$ cat config.mk
export PLATFORM = sky130hd
export DESIGN_NAME = bright_spot_bbox_center_unit
export DESIGN_NICKNAME = d
export VERILOG_FILES = /design/src/hw/rtl/bbc_pkg.sv /design/src/hw/rtl/bbc_box_track.sv /design/src/hw/rtl/bright_spot_bbox_center_unit.sv
export SDC_FILE = /design/constraint.sdc
export NUM_CORES = 1
export LEC_CHECK = 0
export ABC_AREA = 0
export BUFFER_PORTS_ARGS = -buffer_cell sky130_fd_sc_hd__buf_2
export CAP_MARGIN = 30
export CELL_PAD_IN_SITES_DETAIL_PLACEMENT = 0
export CELL_PAD_IN_SITES_GLOBAL_PLACEMENT = 1
export CORE_MARGIN = 2
export CORE_UTILIZATION = 35
export DETAILED_ROUTE_END_ITERATION = 7
export PLACE_DENSITY_LB_ADDON = 0.15
export SLEW_MARGIN = 10
export SYNTH_ARGS = -nofsm -noshare
export SYNTH_HDL_FRONTEND = slang
export SYNTH_SLANG_ARGS = --single-unit
$ cat constraint.sdc
create_clock -name clk -period 13.15 [get_ports clk]
set_input_delay 1.315 -clock clk [delete_from_list [all_inputs] [get_ports clk]]
set_output_delay 1.315 -clock clk [all_outputs]
set_load 0.01 [all_outputs]
$ cat src/hw/rtl/bbc_pkg.sv
// ----------------------------------------------------------------------------
// bbc_pkg: shared types and constants of the bright spot box center unit
// Word layouts of the pixel and result channels, coordinate widths and
// reset values of the threshold and the box edges.
// ----------------------------------------------------------------------------
`default_nettype none

package bbc_pkg;

    localparam int unsigned PIX_W   = 8;
    localparam int unsigned COORD_W = 11;

    // Frame limits; a pixel at or beyond them is never bright.
    localparam int unsigned MAX_WIDTH  = 2048;
    localparam int unsigned MAX_HEIGHT = 2048;

    localparam logic [PIX_W-1:0]   THRESH_RESET = PIX_W'(200);
    localparam logic [COORD_W-1:0] EDGE_LOW_RESET  = '1;
    localparam logic [COORD_W-1:0] EDGE_HIGH_RESET = '0;

    typedef logic [COORD_W-1:0] coord_t;

    typedef struct packed {
        logic [PIX_W-1:0] green_value;
        coord_t           col_index;
        coord_t           row_index;
        logic             frame_last;
    } pixel_t;

    typedef struct packed {
        coord_t center_x;
        coord_t center_y;
        logic   spot_found;
    } result_t;

endpackage : bbc_pkg

`default_nettype wire

$ cat src/hw/rtl/bbc_box_track.sv
// ----------------------------------------------------------------------------
// bbc_box_track: running bounding box and center of the bright pixels
// Updates the box edges on every stepped pixel; on the frame's last pixel
// presents the center of the updated box and clears the box.
// ----------------------------------------------------------------------------
`default_nettype none

module bbc_box_track (
    input  wire logic             clk,
    input  wire logic             rst_n,
    input  wire logic             step,
    input  wire bbc_pkg::pixel_t  pix,
    input  wire logic [bbc_pkg::PIX_W-1:0] threshold,
    output bbc_pkg::result_t      center
);
    import bbc_pkg::*;

    coord_t left_reg,   left_next;
    coord_t right_reg,  right_next;
    coord_t top_reg,    top_next;
    coord_t bottom_reg, bottom_next;
    logic   seen_reg,   seen_next;

    coord_t left_upd, right_upd, top_upd, bottom_upd;
    logic   seen_upd;
    logic   bright;
    coord_t span_x, span_y;

    always_comb
    begin
        bright = (pix.green_value > threshold) &&
                 (32'(pix.col_index) < MAX_WIDTH) &&
                 (32'(pix.row_index) < MAX_HEIGHT);

        left_upd   = left_reg;
        right_upd  = right_reg;
        top_upd    = top_reg;
        bottom_upd = bottom_reg;
        seen_upd   = seen_reg;
        if (bright)
        begin
            if (pix.col_index < left_reg)   left_upd   = pix.col_index;
            if (pix.col_index > right_reg)  right_upd  = pix.col_index;
            if (pix.row_index < top_reg)    top_upd    = pix.row_index;
            if (pix.row_index > bottom_reg) bottom_upd = pix.row_index;
            seen_upd = 1'b1;
        end

        // lo <= hi whenever a bright pixel was seen
        span_x = right_upd - left_upd;
        span_y = bottom_upd - top_upd;
        if (seen_upd)
        begin
            center.center_x   = left_upd + (span_x >> 1);
            center.center_y   = top_upd + (span_y >> 1);
            center.spot_found = 1'b1;
        end
        else
        begin
            center.center_x   = '0;
            center.center_y   = '0;
            center.spot_found = 1'b0;
        end

        left_next   = left_reg;
        right_next  = right_reg;
        top_next    = top_reg;
        bottom_next = bottom_reg;
        seen_next   = seen_reg;
        if (step)
        begin
            if (pix.frame_last)
            begin
                left_next   = EDGE_LOW_RESET;
                right_next  = EDGE_HIGH_RESET;
                top_next    = EDGE_LOW_RESET;
                bottom_next = EDGE_HIGH_RESET;
                seen_next   = 1'b0;
            end
            else
            begin
                left_next   = left_upd;
                right_next  = right_upd;
                top_next    = top_upd;
                bottom_next = bottom_upd;
                seen_next   = seen_upd;
            end
        end
    end

    always_ff @(posedge clk or negedge rst_n)
    begin
        if (!rst_n)
        begin
            left_reg   <= EDGE_LOW_RESET;
            right_reg  <= EDGE_HIGH_RESET;
            top_reg    <= EDGE_LOW_RESET;
            bottom_reg <= EDGE_HIGH_RESET;
            seen_reg   <= 1'b0;
        end
        else
        begin
            left_reg   <= left_next;
            right_reg  <= right_next;
            top_reg    <= top_next;
            bottom_reg <= bottom_next;
            seen_reg   <= seen_next;
        end
    end

    // box is well formed once a bright pixel is in it
    a_box_ordered: assert property (@(posedge clk) disable iff (!rst_n)
        seen_reg |-> (left_reg <= right_reg) && (top_reg <= bottom_reg))
        else $error("bounding box edges out of order");

    // empty box sits at its cleared values
    a_box_empty: assert property (@(posedge clk) disable iff (!rst_n)
        !seen_reg |-> (left_reg == EDGE_LOW_RESET) && (right_reg == EDGE_HIGH_RESET) &&
                      (top_reg == EDGE_LOW_RESET) && (bottom_reg == EDGE_HIGH_RESET))
        else $error("empty box not at cleared values");

    // a stepped last pixel always leaves the box empty
    a_frame_clear: assert property (@(posedge clk) disable iff (!rst_n)
        step && pix.frame_last |=> !seen_reg)
        else $error("box not cleared after end of frame");

endmodule : bbc_box_track

`default_nettype wire

$ cat src/hw/rtl/bright_spot_bbox_center_unit.sv
// ----------------------------------------------------------------------------
// bright_spot_bbox_center_unit: center of the bright spot per frame
// Tracks the bounding box of pixels above a threshold over a raster stream
// and emits the box center once per frame.
// ----------------------------------------------------------------------------
// Usage:
//   pixel  : valid/ready channel, one word per pixel (green, column, row,
//            end-of-frame flag). A word per cycle, unless a last pixel stalls.
//   result : valid/ready channel, one word per frame, produced by the pixel
//            whose frame_last is set: box center (min + span/2, rounded
//            down) and spot_found. With no bright pixel the center is 0,0.
//   cfg    : valid/ready write channel for bright_threshold (8 bits); always
//            ready. Write only while no pixel is in flight.
//   Path   : a pixel is registered in the input register; the box update
//            and center are one short compare/add path into the result
//            register, from which the result is presented. Throughput is
//            one pixel per cycle while no last pixel is stalled.
//   Stall  : while the result register is held, pixels without frame_last
//            keep flowing; a last pixel waits in the input register and
//            pixel_ready drops until the pending result is taken.
//   Reset  : threshold returns to 200, the box is cleared, no result valid.
// ----------------------------------------------------------------------------
`default_nettype none

module bright_spot_bbox_center_unit (
    input  wire logic                        clk,
    input  wire logic                        rst_n,
    // pixel stream
    input  wire logic                        pixel_valid,
    output logic                             pixel_ready,
    input  wire bbc_pkg::pixel_t             pixel,
    // per-frame result
    output logic                             result_valid,
    input  wire logic                        result_ready,
    output bbc_pkg::result_t                 result,
    // threshold write
    input  wire logic                        cfg_valid,
    output logic                             cfg_ready,
    input  wire logic [bbc_pkg::PIX_W-1:0]   cfg_data
);
    import bbc_pkg::*;

    // threshold register
    logic [PIX_W-1:0] thresh_reg, thresh_next;

    // input register
    logic    in_valid_reg, in_valid_next;
    pixel_t  in_pix_reg,   in_pix_next;

    // result register
    logic    out_valid_reg, out_valid_next;
    result_t out_reg,       out_next;

    result_t center;
    logic    out_free;     // result register can take a word this cycle
    logic    advance;      // input register word moves through the tracker
    logic    load_out;

    assign cfg_ready    = 1'b1;
    assign result_valid = out_valid_reg;
    assign result       = out_reg;

    always_comb
    begin
        out_free    = !out_valid_reg || result_ready;
        // only a last pixel needs room in the result register
        advance     = in_valid_reg && (!in_pix_reg.frame_last || out_free);
        load_out    = advance && in_pix_reg.frame_last;
        pixel_ready = !in_valid_reg || advance;

        thresh_next = (cfg_valid && cfg_ready) ? cfg_data : thresh_reg;

        in_valid_next = in_valid_reg;
        in_pix_next   = in_pix_reg;
        if (pixel_ready)
        begin
            in_valid_next = pixel_valid;
            in_pix_next   = pixel;
        end

        out_next       = out_reg;
        out_valid_next = out_valid_reg;
        if (load_out)
        begin
            out_next       = center;
            out_valid_next = 1'b1;
        end
        else if (result_ready)
        begin
            out_valid_next = 1'b0;
        end
    end

    bbc_box_track u_box (
        .clk       (clk),
        .rst_n     (rst_n),
        .step      (advance),
        .pix       (in_pix_reg),
        .threshold (thresh_reg),
        .center    (center)
    );

    always_ff @(posedge clk or negedge rst_n)
    begin
        if (!rst_n)
        begin
            thresh_reg    <= THRESH_RESET;
            in_valid_reg  <= 1'b0;
            out_valid_reg <= 1'b0;
        end
        else
        begin
            thresh_reg    <= thresh_next;
            in_valid_reg  <= in_valid_next;
            out_valid_reg <= out_valid_next;
        end
    end

    // payload registers, no reset
    always_ff @(posedge clk)
    begin
        in_pix_reg <= in_pix_next;
        out_reg    <= out_next;
    end

    // no spot means a zero center
    a_empty_center: assert property (@(posedge clk) disable iff (!rst_n)
        result_valid && !result.spot_found |-> (result.center_x == '0) &&
                                               (result.center_y == '0))
        else $error("center nonzero without a spot");

    // a last pixel blocked by a held result stalls the input
    a_last_blocks: assert property (@(posedge clk) disable iff (!rst_n)
        in_valid_reg && in_pix_reg.frame_last && result_valid && !result_ready
        |-> !pixel_ready)
        else $error("input not stalled behind pending result");

    // a last pixel moving on always lands in the result register
    a_last_loads: assert property (@(posedge clk) disable iff (!rst_n)
        advance && in_pix_reg.frame_last |=> result_valid)
        else $error("frame end produced no result");

endmodule : bright_spot_bbox_center_unit

`default_nettype wire
# Word level (Yosys, flattened, before mapping)
# Cells that the tools add are included.
[word_totals] regBits=109 latch_bits=0 ramBits=0 rom_bits=0 inputBits=44 out_inout_bits=26 n_memories=0
[op_classes] addsub=4 mul=0 div_mod_pow=0 magnitude_cmp=5 eq_ne=0 n_shift=0 n_mux=17 bitwise_logic=0 reduce_logical=9
[op_table] operator="11-bit 2-to-1 mux" n=12
[op_table] operator="11-bit by 10-bit adder with 11-bit output" n=2
[op_table] operator="11-bit > comparator" n=2
[op_table] operator="11-bit < comparator" n=2
[op_table] operator="11-bit subtractor" n=2
[op_table] operator="8-bit > comparator" n=1
[op_table] operator="1-bit 2-to-1 mux" n=5
[op_table] operator="1-bit logical NOT" n=3
[op_table] operator="1-bit logical OR" n=3
[op_table] operator="1-bit logical AND" n=2
[op_table] operator="2-bit nonzero test" n=1

# Depth between registers and ports, before layout
[logic_depth] word_depth=6 depth_mapped=29

# Cells and area by module
# From an unflattened synthesis, not the netlist that was laid out.
[unflattened] cells_unflattened=715 hier_area_um2=7255.7
[by_module_without_submodules] module="bbc_box_track" instances=1 cells_per_inst=633 area_per_inst_um2=5193.7 seq_area_each_um2=1153.6
[by_module_without_submodules] module="bright_spot_bbox_center_unit" instances=1 cells_per_inst=82 area_per_inst_um2=2062.0 seq_area_each_um2=1875.5

# Worst setup path after synthesis
# No wires, ideal clock.
[synth_timing] path_type="register -> register" startpoint="reg u_box.left_reg[8]" endpoint="reg out_reg (netlist bit result[22]) (data pin)" t_arrival_ns=5.063 t_required_ns=12.884 setup_slack_ns=7.821 stages_incl_launch_ff=30 path_buffers=2 synth_period_minus_slack_ns=5.329 path_cell_list="dfstp_2 -> inv_1 -> ha_1 -> a21o_1 -> a21o_1 -> a221o_1 -> a21oi_1 -> and2_1 -> buf_2 -> buf_2 -> nand2_1 -> o21ai_0 -> inv_1 -> ha_1 -> nand2_1 -> a21oi_1 -> nor4b_2 -> nand2b_1 -> a21o_1 -> xor2_1 -> ha_1 -> nor2b_1 -> o21ai_0 -> nand2b_1 -> a21oi_1 -> o21bai_1 -> a31oi_1 -> o21ai_0 -> xor2_1 -> nor2_1"
[synth_between] elab_chain_len=5
[synth_rtl] item="from (decl)" line_no="bbc_box_track.sv:18" source="coord_t left_reg, left_next;"
[synth_rtl] item="from (signal assigned)" line_no="bbc_box_track.sv:103" source="left_reg <= left_next;"
[synth_rtl] item="11-bit < comparator" line_no="bbc_box_track.sv:42" source="if (pix.col_index < left_reg) left_upd = pix.col_index;"
[synth_rtl] item="11-bit 2-to-1 mux" line_no="bbc_box_track.sv:42"
[synth_rtl] item="11-bit 2-to-1 mux *" line_no="bbc_box_track.sv:40" source="if (bright)"
[synth_rtl] item="11-bit subtractor" line_no="bbc_box_track.sv:50" source="span_x = right_upd - left_upd;"
[synth_rtl] item="11-bit by 10-bit adder with 11-bit output *" line_no="bbc_box_track.sv:54" source="center.center_x = left_upd + (span_x >> 1);"
[synth_rtl] item="to (signal assigned)" line_no="bright_spot_bbox_center_unit.sv:123" source="out_reg <= out_next;"
[synth_rtl] item="to (decl)" line_no="bright_spot_bbox_center_unit.sv:52" source="result_t out_reg, out_next;"
# Every way passes the cells marked *; elsewhere a longest branch is shown, timed or not.
# A chain may end at the register's enable or synchronous reset.

# Worst setup path after layout
# Same ends and word-level chain as after synthesis.

==> results.toml <==
[outcome]
status = "complete, no violations"

[sta]
fin_tns_setup_ns = 0
hold_violations = 0
slew_viol_final = 0
setup_viol = 0
rsz0062_at_grt = "false"
clock.fmax_mhz = 166
worst_pin_slew_ns = 0.883
fin_skew_ns = 0.0126
relSlewSlack = 0.409
setup_slack_ns = 7.13
fin_crit_sh = 0.458
post-route-min-period_ns = 6.02

[global_routing]
grt.total_usage = 0.161
grt-ovfl-total = 0
grt_pass1_wl_mm = 28.0
grt_pass1_vias = 5293
antenna_found_initial = 0
grt_max_degree = 56

[flow_run]
max-cap-violations = 0

[floorplan]
die-width_um = 148
die_h_um = 148
std_cell_rows = 52
coreArea_um2 = 20300
dieArea_um2 = 21900
ios = 70
initial_core_util = 0.357

[placement]
place_ws_ns = 7.11
dpl.hpwl_mm = 13.2
numPlacedInstances = 1055
portBuffers = 68
placed_area_um2 = 7890
place_congestion = 0.837

[pwr]
p_seq_frac = 0.275
switching_power_w = 0.000784
p_comb_frac = 0.576
swShare = 0.417
p_leak_nw = 3.91
clock_power_share = 0.149
ir_worst_vdd_v = 0.0000745
p_per_area_nw_per_um2 = 229
power_w = 0.00188
internal_power_w = 0.00110

[yosys]
synth_top_area_cell = "edfxtp_1"
syn_area_um2 = 7260
yosysSeqAreaShare = 0.417
syn_inst = 732
synth_top_area_share = 0.223
yosys.cell_types.count = 58
ys.flop_type = "edfxtp_1"
yosys_warnings = 0
syn_nets = 868
avgSynthCellArea_um2 = 9.91
synth_seq_cells = 109
ys_async_sr_fraction = 0.505
synth_edf_count = 54
synthTopCellsByArea = "edfxtp_1 22%, ha_1 15%, dfrtp_1 10%"

[clock_tree]
clkSinkCount = 109
numCtsBuffers = 9
hold_buffers = 0
cts_root_buffer = "clkbuf_16"
postCtsSetupBuffers = 0
cts_buffer_depth = 2
htree_levels = 3
clk-insertion-delay-late_ns = 0.36
cts_resized = 0
cts_tree = "yes"
clk_pin_slew_ns = 0.08

[min_path]
holdCritPathClass = "reg -> reg"
holdPathStages = 1

[setup_path]
r2r_cells = 27
cp.required_ns = 13.25
worstPathArrival_ns = 6.13
critical_path_class = "reg -> reg"
path_max_fanout = 21
startpoint_type = "register"
end_kind = "register"

[drt]
dr.pass1.iters = 5
ant_nets = 0
viasPerCell = 5.05
vias = 5410
drc_errors = 0
wl_per_cell_um = 15.7
wl_mm = 16.8
drt_iter0_markers = 321

[cells_and_area]
antennaDiodeCount = 0
stdcell_count = 1072
synthToLayoutAreaGrowth_pct = 13.1
largest_register_ffs = 31
drive_above_1_share = 0.157
finalInstanceArea_um2 = 8210
finalNetCount = 933
nFillCells = 2054
[critical path: stages, from the launching register on]
cell,delay (ns)
dfstp_2,0.54
inv_1,0.05
ha_1,0.28
a21o_1,0.17
a21o_1,0.18
a221o_1,0.36
a21oi_1,0.23
and2_1,0.61
nand2_1,0.10
o21ai_0,0.17
inv_1,0.18
ha_1,0.36
nand2_1,0.09
a21oi_1,0.05
nor4b_2,0.45
nand2b_1,0.10
a21o_1,0.20
xor2_1,0.14
ha_1,0.30
nor2b_1,0.15
o21ai_0,0.13
nand2b_1,0.10
a21oi_1,0.15
o21bai_1,0.10
a31oi_1,0.25
o21ai_0,0.14
xor2_1,0.14
nor2_1,0.05
[cell type report]
type                       instances  area (um2)  area share
clock buffer                       9         225      0.0274
clock inverter                     7        82.6      0.0101
inverter                          89         334      0.0407
multi-input combinational        514        3810       0.465
sequential                       109        3030       0.369
tap                              270         338      0.0412
timing repair buffer              74         387      0.0471
[cells in the mapped netlist (4+ instances only)]
cell type	number
nor2b_1	11
fa_1	4
a21oi_1	46
o211ai_1	4
a31oi_1	5
nand4_1	10
nor2_1	46
nand2_1	55
clkbuf_1	13
mux2i_1	6
dfrtp_1	30
o21ai_0	52
o22a_1	22
ha_1	88
edfxtp_1	54
xor2_1	13
a22o_1	20
xnor2_1	20
nand3_1	6
nand2b_1	9
inv_1	89
a21o_1	30
nor3_1	9
dfstp_2	25
a211oi_1	5
buf_2	5
o21bai_1	11
[layout by cell type (no fill, tap or decap), drive strengths merged, types with 30 or more instances in the layout]
| cell type | instances |
|---|---|
| inv | 91 |
| ha | 88 |
| buf | 74 |
| nand2 | 55 |
| o21ai | 55 |
| edfxtp | 54 |
| nor2 | 48 |
| a21oi | 47 |
| a21o | 30 |
| dfrtp | 30 |
[per-layer routing]
metal	GRT usage	part of all wire	wire [um]
met1	0.245	0.53	8990
met2	0.239	0.42	7030
met4	0.0433	0.011	179
met3	0.0207	0.036	610
met5	0	0	0
[power groups by stage]
stage               sequential, W  combinational, W  clock [W]
floorplan                0.000535          0.000834          0
global placement         0.000523           0.00108          0
detailed placement       0.000524           0.00109          0
CTS                      0.000518           0.00110   0.000289
global route             0.000526           0.00125   0.000304
finish                   0.000517           0.00108   0.000280
[logic make-up after synthesis]
group	after synthesis	share of synthesized area
AOI/OAI and AO/OA	215	0.202
xor gates and xnor gates	33	0.0398
adders and majority gates	92	0.163
buffers and inverters	109	0.0578
DFF	109	0.417
muxes	8	0.0114
other	1	0.000517
and+or+nand+nor	165	0.108
[through the flow]
step                hold slack, ns  utilization
detailed placement           0.482        0.389
global placement             0.482        0.388
floorplan                    0.466            -
CTS                          0.509        0.404
global route                 0.516        0.404
finish                       0.509        0.404
[worst paths after layout]
kind                                      from                  end  slack [ns]
setup / recovery             u_box.left_reg[8]           result[22]        7.13
setup reg to reg             u_box.left_reg[8]           result[22]        7.13
hold reg to reg            u_box.bottom_reg[2]  u_box.bottom_reg[2]        0.51
max in group asynchronous                rst_n        thresh_reg[5]       11.55
hold / removal             u_box.bottom_reg[2]  u_box.bottom_reg[2]        0.51
min in group asynchronous                rst_n   u_box.right_reg[9]        1.11
No activity file was read; power rests on OpenSTA's default activity.
